## config.mk

```make
export PLATFORM = sky130hd
export DESIGN_NAME = ndml_walk
export DESIGN_NICKNAME = d
export VERILOG_FILES = /design/src/hdl/ndml_pkg.sv /design/src/hdl/ndml_walk.sv
export SDC_FILE = /design/constraint.sdc
export NUM_CORES = 1
export LEC_CHECK = 0
export BUFFER_PORTS_ARGS = -buffer_cell sky130_fd_sc_hd__buf_2
export CORE_AREA = 2 2 82 84
export DETAILED_ROUTE_END_ITERATION = 8
export DIE_AREA = 0 0 84 86
export PLACE_DENSITY = 0.69
export SLEW_MARGIN = 15
export SYNTH_ARGS = -nofsm -noshare
export SYNTH_HDL_FRONTEND = slang
export SYNTH_SLANG_ARGS = --single-unit
```

## constraint.sdc

```tcl
create_clock -name clk -period 2.6 [get_ports clk]
set_input_delay 0.39 -clock clk [delete_from_list [all_inputs] [get_ports clk]]
set_output_delay 0.39 -clock clk [all_outputs]
set_load 0.01 [all_outputs]
```

## src/hdl/ndml_pkg.sv

```systemverilog
// ndml_pkg: shared constants, codes and types of the nearest defined map lookup
// used by ndml_walk and nearest_defined_map_lookup; no dependencies
package ndml_pkg;

	localparam int DEPTH = 1024;
	localparam int AW    = $clog2(DEPTH);
	localparam int LW    = 11;
	localparam int VW    = 10;
	localparam int EW    = VW + 1;

	localparam logic KIND_WRITE = 1'b0;
	localparam logic KIND_QUERY = 1'b1;

	localparam logic [1:0] DIR_DOWN    = 2'd0;
	localparam logic [1:0] DIR_UP      = 2'd1;
	localparam logic [1:0] DIR_NEAREST = 2'd2;
	localparam logic [1:0] DIR_BAD     = 2'd3;

	// control from the sequencer to the walk unit
	typedef struct packed {
		logic          start;
		logic          step;
		logic [AW-1:0] idx;
		logic [1:0]    dir;
		logic [LW-1:0] len;
	} walk_ctl_t;

	// next probe address offered by the walk unit
	typedef struct packed {
		logic          avail;
		logic [AW-1:0] addr;
	} walk_t;

endpackage

```

## src/hdl/ndml_walk.sv

```systemverilog
// ndml_walk: probe order generator for one search, one address per step
// keeps a lower and an upper pointer; depends on ndml_pkg
module ndml_walk
	import ndml_pkg::*;
(
	input  logic      clk,
	input  logic      arst_n,
	input  walk_ctl_t ctl,
	output walk_t     walk
);

	logic          center_q;
	logic [AW-1:0] ctr_q;
	logic [AW-1:0] lo_q;
	logic          lo_ok_q;
	logic [LW-1:0] hi_q;
	logic          turn_lo_q;
	logic [1:0]    dir_q;
	logic [LW-1:0] len_q;
	logic          hi_ok;
	logic          use_lo;

	assign hi_ok = hi_q < len_q;

	always_comb begin
		unique case (dir_q)
			DIR_DOWN: use_lo = lo_ok_q;
			DIR_UP:   use_lo = !hi_ok;
			default:  use_lo = lo_ok_q & (turn_lo_q | !hi_ok);
		endcase
	end

	assign walk.avail = center_q | lo_ok_q | hi_ok;
	assign walk.addr  = center_q ? ctr_q : (use_lo ? lo_q : hi_q[AW-1:0]);

	always_ff @(posedge clk or negedge arst_n) begin
		if (!arst_n) begin
			center_q  <= 1'b0;
			lo_ok_q   <= 1'b0;
			turn_lo_q <= 1'b1;
			dir_q     <= DIR_DOWN;
			len_q     <= '0;
			hi_q      <= '0;
		end else if (ctl.start) begin
			center_q  <= 1'b1;
			lo_ok_q   <= ctl.idx != '0;
			turn_lo_q <= 1'b1;
			dir_q     <= ctl.dir;
			len_q     <= ctl.len;
			hi_q      <= LW'(ctl.idx) + LW'(1);
		end else if (ctl.step) begin
			priority if (center_q) begin
				center_q <= 1'b0;
			end else if (use_lo) begin
				if (lo_q == '0) lo_ok_q <= 1'b0;
				turn_lo_q <= 1'b0;
			end else begin
				hi_q      <= hi_q + LW'(1);
				turn_lo_q <= 1'b1;
			end
		end
	end

	// center and lower pointer hold payload only
	always_ff @(posedge clk) begin
		if (ctl.start) begin
			ctr_q <= ctl.idx;
			lo_q  <= ctl.idx - AW'(1);
		end else if (ctl.step && !center_q && use_lo && lo_q != '0) begin
			lo_q <= lo_q - AW'(1);
		end
	end

endmodule

```

* After elaboration in Yosys (flattened, before gate mapping)
Cells that the tools add are included.
W data, S select, Z words.
** Word-level totals
- Logic and storage cells :: 56
- Register bits after elaboration :: 47
** Cells by class
- Add/subtract/negate cells :: 4
- Reduce and logical (&&, ||, !) cells :: 16
- Mux-type cells :: 20
- Magnitude comparators :: 1
- Bitwise operators :: 4
- Equal/unequal tests :: 3
** Operator list (count)
- $mux W11 :: 4
- $mux W10 :: 4
- $reduce_bool A10 Y1 :: 2
- $sub A10 B1 Y10 const B :: 2
- $add A10 B1 Y11 const B :: 1
- $add A11 B1 Y11 const B :: 1
- $lt A11 B11 Y1 :: 1
- $mux W1 :: 11
- $logic_not A10 Y1 :: 1
- $reduce_bool A2 Y1 :: 4
- $ne A2 B2 Y1 const B :: 2
- $reduce_and A4 Y1 :: 1
- $logic_and A1 B1 Y1 :: 3
- $or A1 B1 Y1 :: 3
- $reduce_and A3 Y1 :: 1
- $eq A2 B1 Y1 const B :: 1
- $logic_not A1 Y1 :: 2
- $logic_not A2 Y1 :: 1
- $pmux W1 S2 :: 1
- $reduce_and A2 Y1 :: 1
- $and A1 B1 Y1 :: 1

* Longest topological paths before layout
Gate-level depths: netlist of run 1.
- Depth in word-level cells :: 9
- Depth in mapped cells :: 12

* Worst setup path after synthesis of run 1
Ideal clock, no wire load.
- Path type :: input -> register
- Start :: in ctl[24] in the netlist's numbering
- End :: reg hi_q[10]
- Cell stages on the path :: 12
- Slack :: -0.171 ns
- Required time :: 2.476 ns
- Arrival :: 2.646 ns
- Path through :: buf_6 -> buf_2 -> buf_2 -> buf_1 -> mux2_2 -> ha_1 -> inv_1 -> a221o_1 -> a21o_1 -> or2_1 -> a211oi_1 -> nor2_1
** On the way
- Longest elaborated chain between the ends :: 2
- Elaborated cells on any way between the ends :: 5
- Those cells by class :: eq/ne: 2; mux: 1; reduce/logical: 2
** RTL lines
- start, declared :: line ndml_walk.sv:8 : input walk_ctl_t ctl,
- $ne A2 B2 Y1 (no line) or $reduce_bool A2 Y1 (tied branches)
- $reduce_and A3 Y1 (no line)
- end signal, assigned :: line ndml_walk.sv:50 : hi_q <= LW'(ctl.idx) + LW'(1);
- end signal, assigned :: line ndml_walk.sv:58 : hi_q <= hi_q + LW'(1);
- end, declared :: line ndml_walk.sv:16 : logic [LW-1:0] hi_q;
Parallel ways exist; a longest one is shown, timed or not.
A chain may end at the register's enable or synchronous reset.

==> results.sh, run 1 <==
export IMPL_yosysSeqAreaShare=0.410
export IMPL_synth_top_area_frac=0.209
export IMPL_fin_nets=417
export IMPL_cp_arrival_ns=2.33
export IMPL_syn_area_um2=3110
export IMPL_vias=2759
export IMPL_violations="setup timing"
export IMPL_drt_pre_antenna_iters=4
export IMPL_dp_worst_setup_slack_ns=0.0579
export IMPL_fmax_mhz=368
export IMPL_critPathLaunchType="register"
export IMPL_hpwl_um=5350
export IMPL_cp_end_kind="output pin"
export IMPL_p_leak_nw=1.49
export IMPL_grt_overflow=0
export IMPL_htree_levels=2
export IMPL_final_area_um2=3650
export IMPL_ant_nets=0
export IMPL_required_ns=2.21
export IMPL_cp_max_fo=5
export IMPL_p_clk_frac=0.216
export IMPL_antenna_found_initial=0
export IMPL_cts_sinks=47
export IMPL_crit_type="register to output pin"
export IMPL_die_area_um2=7220
export IMPL_ys_warn_count=0
export IMPL_io_pins=38
export IMPL_routedWlPerCell_um=16.7
export IMPL_setup_violations=10
export IMPL_hold_class="input pin to async pin"
export IMPL_rsz0062_at_grt="yes"
export IMPL_routed_wl_um=7620
export IMPL_power_internal_mw=1.42
export IMPL_pwr_share_seq=0.442
export IMPL_io_buffers=37
export IMPL_place_gp_congestion=0.881
export IMPL_status="finished, violations left"
export IMPL_core_area_um2=6280
export IMPL_slew_headroom=0.522
export IMPL_skew_ns=0.00442
export IMPL_synth_ff_type="dfrtp_1"
export IMPL_rr_worst_depth=11
export IMPL_synth_seq_cells=47
export IMPL_via_per_inst=6.05
export IMPL_tightest_slew_ns=0.715
export IMPL_p_comb_frac=0.342
export IMPL_endpoint="walk[2]"
export IMPL_cp_startpoint="hi_q[3]$_DFFE_PN0P_"
export IMPL_start_util=0.496
export IMPL_die_w_um=84
export IMPL_rr_endpoint="hi_q[1]$_DFFE_PN0P_"
export IMPL_drive_above_1_share=0.240
export IMPL_cts_root_buf="clkbuf_8"
export IMPL_grt_use_total=0.218
export IMPL_syn_nets=374
export IMPL_final_common_cell="buf_2"
export IMPL_placed_area_um2=3420
export IMPL_synth_top_cell_by_area="dfrtp_1"
export IMPL_rrSetupSlack_ns=0.14
export IMPL_grt_first_pass_wirelength_um=12700
export IMPL_final_hold_violation_count=0
export IMPL_synth_edf_count=20
export IMPL_drv_slew=0
export IMPL_area_growth_synth_to_final_pct=17.2
export IMPL_die_y_um=86
export IMPL_netSwitchingPower_mw=0.717
export IMPL_synth_cell_types=49
export IMPL_finalCriticalPeriod_ns=2.72
export IMPL_synthTopCellsByArea="dfrtp_1 21%, edfxtp_1 19%, ha_1 4.8%, o21ai_0 4.8%, a31oi_1 3.4%"
export IMPL_fin_util=0.582
export IMPL_layout_common_cells="37 x buf_2, 28 x o21ai_0, 26 x dfrtp_1, 23 x nor2_1, 22 x nand2_1"
export IMPL_cts_inserted_buffers=5
export IMPL_cts_max_path_buffers=2
export IMPL_tritoncts="built"
export IMPL_path_clk_slew_ns=0.09
export IMPL_num_rows=29
export IMPL_power_density_nw_per_um2=585
export IMPL_swShare=0.336
export IMPL_r2r_start="hi_q[3]$_DFFE_PN0P_"
export IMPL_grt_pass1_vias=2725
export IMPL_worst_slack_ns=-0.116
export IMPL_synthArstFlopShare=0.574
export IMPL_clock_latency_ns=0.30
export IMPL_finalCritPeriodShare=1.04
export IMPL_max_cap_violations=0
export IMPL_drc=0
export IMPL_p_total_mw=2.14
export IMPL_peakVddDrop_mv=0.334
export IMPL_drt_iter0_drc=204
export IMPL_grt_max_degree=58
export IMPL_syn_inst=335
export IMPL_syn_area_per_cell_um2=9.30
export IMPL_n_antenna_cell=0
-- stage by stage --
stage | setup TNS (ns) | hold slack [ns] | cells
after floorplan | 0 | 0.0944 | 335
after global placement | 0 | 0.429 | 441
after detailed placement | 0 | 0.456 | 441
after CTS | -1.08 | 0.121 | 454
after global routing | -2.12 | 0.146 | 456
final | -0.821 | 0.116 | 456
-- state kept, by name, summed over array words and instances (netlist names) --
register and cells:
turn_lo_q 1, ctr_q 10, dir_q 2, len_q 11, center_q 1, lo_ok_q 1
lo_q 10, hi_q 11
-- layout make-up --
type	instances	area, um2
clock buffers	7	86.3
well taps	77	96.3
inverters	17	63.8
clock inverters	1	5.00
multi-input cells	248	1760
repair buffers	59	363
fillers	587	2630
flip-flops and latches	47	1280
-- worst max-delay path, stage by stage (launching register included) --
cell and delay (ns):
dfrtp_1 0.44, ha_4 0.29, nand3_2 0.05, nor2_2 0.13, a21oi_2 0.07, buf_4 0.14, o211ai_1 0.27, buf_4 0.21
nand3b_1 0.09, a31oi_1 0.18, buf_2 0.15
-- worst min path at each step --
stage / endpoint / slack (ns) / cells past startpoint
floorplan: center_q$_DFFE_PN0P_ / 0.09 / 0
global placement: lo_ok_q$_DFFE_PN0P_ / 0.43 / 1
detailed placement: lo_ok_q$_DFFE_PN0P_ / 0.46 / 1
CTS: dir_q[0]$_DFFE_PN0P_ / 0.12 / 1
global route: dir_q[1]$_DFFE_PN0P_ / 0.15 / 1
finish: hi_q[9]$_DFFE_PN0P_ / 0.12 / 1
-- Yosys cell counts (all sizes together), types with 2 or more instances --
master and number:
a32oi 2, xor2 8, nor2 24, clkbuf 13, edfxtp 20, nand2 24
ha 12, mux2 4, a21o 3, buf 10, a22oi 4, nor3 11
and3 2, xnor2 7, o21ai 30, and2 3, or2 3, o211ai 4
nor4 5, inv 17, a31oi 17, a32o 2, nand3 18, a21oi 12
mux2i 10, dfrtp 26, nor2b 8, nand3b 15, a2111o 7
-- per-layer routing --
layer	share of wire	vias to the layer above	track usage
li1	-	1311	-
met1	0.43	1358	0.284
met2	0.50	76	0.369
met3	0.053	14	0.0366
met4	0.019	0	0.0748
met5	0	-	0
-- timing repair --
action                                  4_1_cts  5_1_grt
hold buffers                                  0        0
endpoints found under the setup margin       10       10
gates cloned                                  1        0
gates resized for setup                      10        8
pin swaps                                     8       16
buffers inserted                              4        2
-- logic make-up (layout without fill, tap and decap cells) --
kind of cell	after synthesis	after routing	share of synthesized area
adder cells (fa/ha/maj)	12	12	0.0482
multiplexers	14	14	0.0466
AND/OR/NAND/NOR	117	117	0.200
flip-flops	47	47	0.410
AO/OA/AOI/OAI	90	90	0.198
buffers and inverters	40	84	0.0542
XOR/XNOR	15	15	0.0422
-- power groups by stage --
stage / Clock [mW] / Combinational, mW / Sequential [mW]
detailed placement: 0 / 0.638 / 0.956
global route: 0.502 / 0.812 / 0.955
global placement: 0 / 0.623 / 0.952
floorplan: 0 / 0.401 / 0.956
CTS: 0.476 / 0.693 / 0.939
finish: 0.462 / 0.730 / 0.944
Power figures use the tool's default switching activity.
==> run 2, diff against run 1 <==
- SKIP_CTS_REPAIR_TIMING: unset -> 1
==> run 2 against run 1 <==
Compared with the run above:
- wire length shrank 1.4%
- register-to-register slack improved by 0.21 ns
- the flow still finishes with violations (setup timing)
- setup slack gained 0.0069 ns
- via count is 1.5% lower
- die area stayed put
- clock power barely moved
==> results.sh, run 2 (synthesis results as in run 1) <==
export IMPL_cts_root_buf="clkbuf_8"
export IMPL_final_hold_violation_count=0
export IMPL_status="finished, violations left"
export IMPL_regArea_um2=1280
export IMPL_layout_cells_non_filler=454
export IMPL_fillers=598
export IMPL_cts_inserted_buffers=5
export IMPL_fin_nets=415
export IMPL_cp_max_fo=5
export IMPL_finalCriticalPeriod_ns=2.71
export IMPL_drv_slew=0
export IMPL_max_cap_violations=0
export IMPL_grt_first_pass_wirelength_um=12600
export IMPL_finalCritPeriodShare=1.04
export IMPL_path_clk_slew_ns=0.09
export IMPL_htree_levels=2
export IMPL_start_util=0.496
export IMPL_final_common_cell="buf_2"
export IMPL_hpwl_um=5350
export IMPL_drc=0
export IMPL_via_per_inst=5.98
export IMPL_grt_max_degree=58
export IMPL_grt_use_total=0.216
export IMPL_reg_top3="hi_q x11, len_q x11"
export IMPL_grt_pass1_vias=2646
export IMPL_worst_slack_ns=-0.109
export IMPL_place_gp_congestion=0.881
export IMPL_power_density_nw_per_um2=585
export IMPL_skew_ns=0.00523
export IMPL_peakVddDrop_mv=0.333
export IMPL_die_w_um=84
export IMPL_dp_worst_setup_slack_ns=0.0579
export IMPL_cts_sinks=47
export IMPL_tightest_slew_ns=0.713
export IMPL_dp_cells=441
export IMPL_wl_met3_um=345
export IMPL_rsz0062_at_grt="yes"
export IMPL_multi_input_area_um2=1700
export IMPL_grt_overflow=0
export IMPL_dr_wl_met2_um=3750
export IMPL_required_ns=2.21
export IMPL_routed_wl_um=7510
export IMPL_routedWlPerCell_um=16.5
export IMPL_antenna_found_initial=0
export IMPL_critPathLaunchType="register"
export IMPL_violations="setup timing"
export IMPL_setup_violations=10
export IMPL_clock_latency_ns=0.30
export IMPL_die_area_um2=7220
export IMPL_p_leak_nw=1.48
export IMPL_cp_end_kind="output pin"
export IMPL_hold_class="input pin to async pin"
export IMPL_layout_common_cells="37 x buf_2, 28 x o21ai_0, 26 x dfrtp_1, 23 x nor2_1, 22 x nand2_1"
export IMPL_io_pins=38
export IMPL_hold_slack_ns=0.114
export IMPL_io_buffers=37
export IMPL_drt_iter0_drc=173
export IMPL_vias=2717
export IMPL_n_antenna_cell=0
export IMPL_crit_type="register to output pin"
export IMPL_core_area_um2=6280
export IMPL_num_rows=29
export IMPL_fmax_mhz=369
export IMPL_slew_headroom=0.523
export IMPL_highest_layer="met4"
export IMPL_ant_nets=0
export IMPL_cp_arrival_ns=2.32
export IMPL_area_growth_synth_to_final_pct=15.0
export IMPL_tritoncts="built"
export IMPL_cts_max_path_buffers=2
export IMPL_drt_pre_antenna_iters=4
export IMPL_die_y_um=86
export IMPL_met1_length_um=3350
export IMPL_drive_above_1_share=0.220
==> run 2: area by class of cell <==
cell class	count	share of cell area
clock buffer	7	0.0241
clock inverter	1	0.00140
tap	77	0.0269
inverter	17	0.0178
multi-input combinational	248	0.476
timing repair buffer	57	0.0971
sequential	47	0.357
==> run 2: final timing paths <==
kind                                       from                    to  slack, ns  cells after the start
setup / recovery            hi_q[7]$_DFFE_PN0P_               walk[2]      -0.11                     10
hold / removal                           arst_n   hi_q[9]$_DFFE_PN0P_       0.11                      1
setup reg to reg            hi_q[0]$_DFFE_PN0P_  hi_q[10]$_DFFE_PN0P_       0.35                      9
hold reg to reg            len_q[0]$_DFFE_PN0P_  len_q[0]$_DFFE_PN0P_       0.51                      1
max in group asynchronous                arst_n   hi_q[1]$_DFFE_PN0P_       2.06                      1
min in group clk                        ctl[23]  center_q$_DFFE_PN0P_       0.28                      2
==> run 2: per-layer routing <==
layer  track usage  vias to the layer above
met5             0                        -
met2         0.367                       63
met4        0.0674                        0
met1         0.285                     1342
met3        0.0337                        6
li1              -                     1306
==> run 2: through the flow <==
step | cell area (um2) | power (mW) | util | setup TNS [ns]
2_1_floorplan | 3120 | 1.36 | - | 0
3_3_place_gp | 3420 | 1.57 | 0.544 | 0
3_5_place_dp | 3420 | 1.59 | 0.544 | 0
4_1_cts | 3510 | 2.06 | 0.559 | -2.59
5_1_grt | 3580 | 2.23 | 0.570 | -2.26
6_report | 3580 | 2.10 | 0.570 | -0.845
==> run 2: worst max-delay path: stages, from the launching register on <==
cell and delay (ns):
dfrtp_1 0.42, ha_1 0.32, nand3_1 0.09, nor2_2 0.10, a21oi_2 0.07, buf_4 0.14, o211ai_1 0.26, buf_4 0.21
nand3b_1 0.09, a31oi_1 0.18, buf_2 0.15
==> run 2: power by group <==
| group | switching, mW | leakage [nW] | internal [mW] |
|---|---|---|---|
| clock network | 0.244 | 0.0482 | 0.215 |
| registers | 0.0673 | 0.511 | 0.873 |
| logic | 0.389 | 0.918 | 0.307 |
==> run 3, diff against run 2 <==
- GPL_TIMING_DRIVEN: unset -> 0
- PLACE_DENSITY: 0.69 -> 0.79
==> run 3 against run 2 <==
Compared with the run above:
- die area unchanged
- the run still ends with setup timing left
- sequential cell count unchanged
- first-iteration DRC count up 120%
- global-route usage up 1.9 points
- critical path type unchanged
- non-clock buffer count up 17
- sequential share of layout area down 1.4 points
- highest routed layer unchanged
- cell count up 3.7%
- setup slack worse by 0.15 ns
- worst hold slack worse by 0.031 ns
- maximum frequency down 5.4%
- critical path depth unchanged
- wire length up 17%
==> results.sh, run 3 (synthesis results as in run 1) <==
export IMPL_drc=0
export IMPL_reg_top3="hi_q x11, len_q x11"
export IMPL_placed_area_um2=3400
export IMPL_slew_headroom=0.581
export IMPL_die_area_um2=7220
export IMPL_rr_endpoint="lo_q[3]$_DFFE_PP_"
export IMPL_layout_common_cells="40 x buf_2, 27 x o21ai_0, 22 x nor2_1, 22 x nand2_1, 20 x edfxtp_1"
export IMPL_setup_violations=10
export IMPL_setup_tns_ns=-2.14
export IMPL_tritoncts="built"
export IMPL_cp_max_fo=7
export IMPL_cts_sinks=47
export IMPL_dr_wl_met2_um=4300
export IMPL_final_hold_violation_count=0
export IMPL_cts_inserted_buffers=5
export IMPL_start_util=0.496
export IMPL_hpwl_um=5940
export IMPL_slowest_delay_ns=0.47
export IMPL_grt_use_total=0.234
export IMPL_cp_arrival_ns=2.47
export IMPL_clock_latency_ns=0.31
export IMPL_wl_met3_um=644
export IMPL_highest_layer="met4"
export IMPL_dp_cells=449
export IMPL_final_common_cell="buf_2"
export IMPL_die_w_um=84
export IMPL_core_area_um2=6280
export IMPL_critPathLaunchType="register"
export IMPL_drv_slew=0
export IMPL_routed_wl_um=8800
export IMPL_grt_pass1_vias=2795
export IMPL_worst_path_max_delay_cell="dfrtp_2"
export IMPL_p_comb_frac=0.326
export IMPL_grt_first_pass_wirelength_um=13500
export IMPL_rsz0062_at_grt="yes"
export IMPL_path_buf_inv=3
export IMPL_netSwitchingPower_mw=0.771
export IMPL_violations="setup timing"
export IMPL_cts_root_buf="clkbuf_8"
export IMPL_p_clk_frac=0.253
export IMPL_drive_above_1_share=0.259
export IMPL_die_y_um=86
export IMPL_dp_worst_setup_slack_ns=-0.741
export IMPL_grt_overflow=0
export IMPL_via_per_inst=6.28
export IMPL_drt_iter0_drc=378
export IMPL_antenna_found_initial=0
export IMPL_crit_family="compound AO/OA/AOI/OAI gates"
export IMPL_layout_cells_non_filler=471
export IMPL_vias=2960
export IMPL_htree_levels=2
export IMPL_area_growth_synth_to_final_pct=20.4
export IMPL_worst_slack_ns=-0.263
export IMPL_r2r_start="hi_q[2]$_DFFE_PN0P_"
export IMPL_fin_nets=432
export IMPL_crit_type="register to output pin"
export IMPL_finalCritPeriodShare=1.10
export IMPL_hold_class="input pin to async pin"
export IMPL_pwr_share_seq=0.420
export IMPL_power_internal_mw=1.52
export IMPL_cts_max_path_buffers=2
export IMPL_path_common_cell="buf_4"
export IMPL_power_density_nw_per_um2=610
export IMPL_met1_length_um=3580
export IMPL_final_area_um2=3750
export IMPL_hold_slack_ns=0.0828
export IMPL_routedWlPerCell_um=18.7
export IMPL_rrSetupSlack_ns=0.26
export IMPL_status="finished, violations left"
export IMPL_place_gp_congestion=0.891
export IMPL_n_antenna_cell=0
export IMPL_cp_end_kind="output pin"
export IMPL_path_clk_slew_ns=0.10
export IMPL_skew_ns=0.00925
export IMPL_num_rows=29
export IMPL_cp_startpoint="hi_q[2]$_DFFE_PN0P_"
export IMPL_finalCriticalPeriod_ns=2.86
export IMPL_io_pins=38
export IMPL_swShare=0.337
export IMPL_p_leak_nw=1.53
export IMPL_required_ns=2.21
export IMPL_rr_worst_depth=8
export IMPL_grt_max_degree=28
export IMPL_max_cap_violations=0
export IMPL_crit_path_cell_trace="ha_4, nand2_2, o21ai_2, a21oi_2, buf_4, o211ai_1, buf_4, nand3b_1, a31oi_1, buf_2"
export IMPL_io_buffers=37
export IMPL_drt_pre_antenna_iters=6
export IMPL_tightest_slew_ns=0.628
export IMPL_fmax_mhz=349
export IMPL_fillers=520
export IMPL_ant_nets=0
export IMPL_peakVddDrop_mv=0.268
[run 3: final cells by class]
class                      instances  area, um2  area share
tap                               77       96.3      0.0257
clock buffer                       7        119      0.0317
buffer                            22        135      0.0360
timing repair buffer              52        302      0.0804
clock inverter                     1       7.51     0.00200
sequential                        47       1290       0.343
multi-input combinational        248       1740       0.464
inverter                          17       63.8      0.0170
[run 3: power groups by stage]
stage	Clock (mW)	Sequential (mW)	Combinational, mW
after floorplan	0	0.956	0.401
after global placement	0	0.989	0.540
after detailed placement	0	0.991	0.565
after CTS	0.580	0.977	0.572
after global routing	0.606	0.972	0.806
final	0.579	0.961	0.746
[run 3: how the worst max path moves through the flow]
stage                                 to  slack [ns]  cells after the start
floorplan           hi_q[10]$_DFFE_PN0P_        0.02                     12
global placement       lo_q[8]$_DFFE_PP_       -0.69                     12
detailed placement     lo_q[8]$_DFFE_PP_       -0.74                     12
CTS                              walk[3]       -0.69                      8
global route                     walk[1]       -0.31                     10
finish                           walk[3]       -0.26                     10
[run 3: through the flow]
step | util | power (mW)
4_1_cts | 0.562 | 2.13
6_report | 0.597 | 2.29
3_3_place_gp | 0.542 | 1.53
3_5_place_dp | 0.542 | 1.56
2_1_floorplan | - | 1.36
5_1_grt | 0.597 | 2.38
[run 3: routing by layer]
metal | global-route usage | up-vias
met1 | 0.298 | 1405
met3 | 0.0404 | 31
met5 | 0 | -
li1 | - | 1343
met4 | 0.103 | 0
met2 | 0.394 | 181
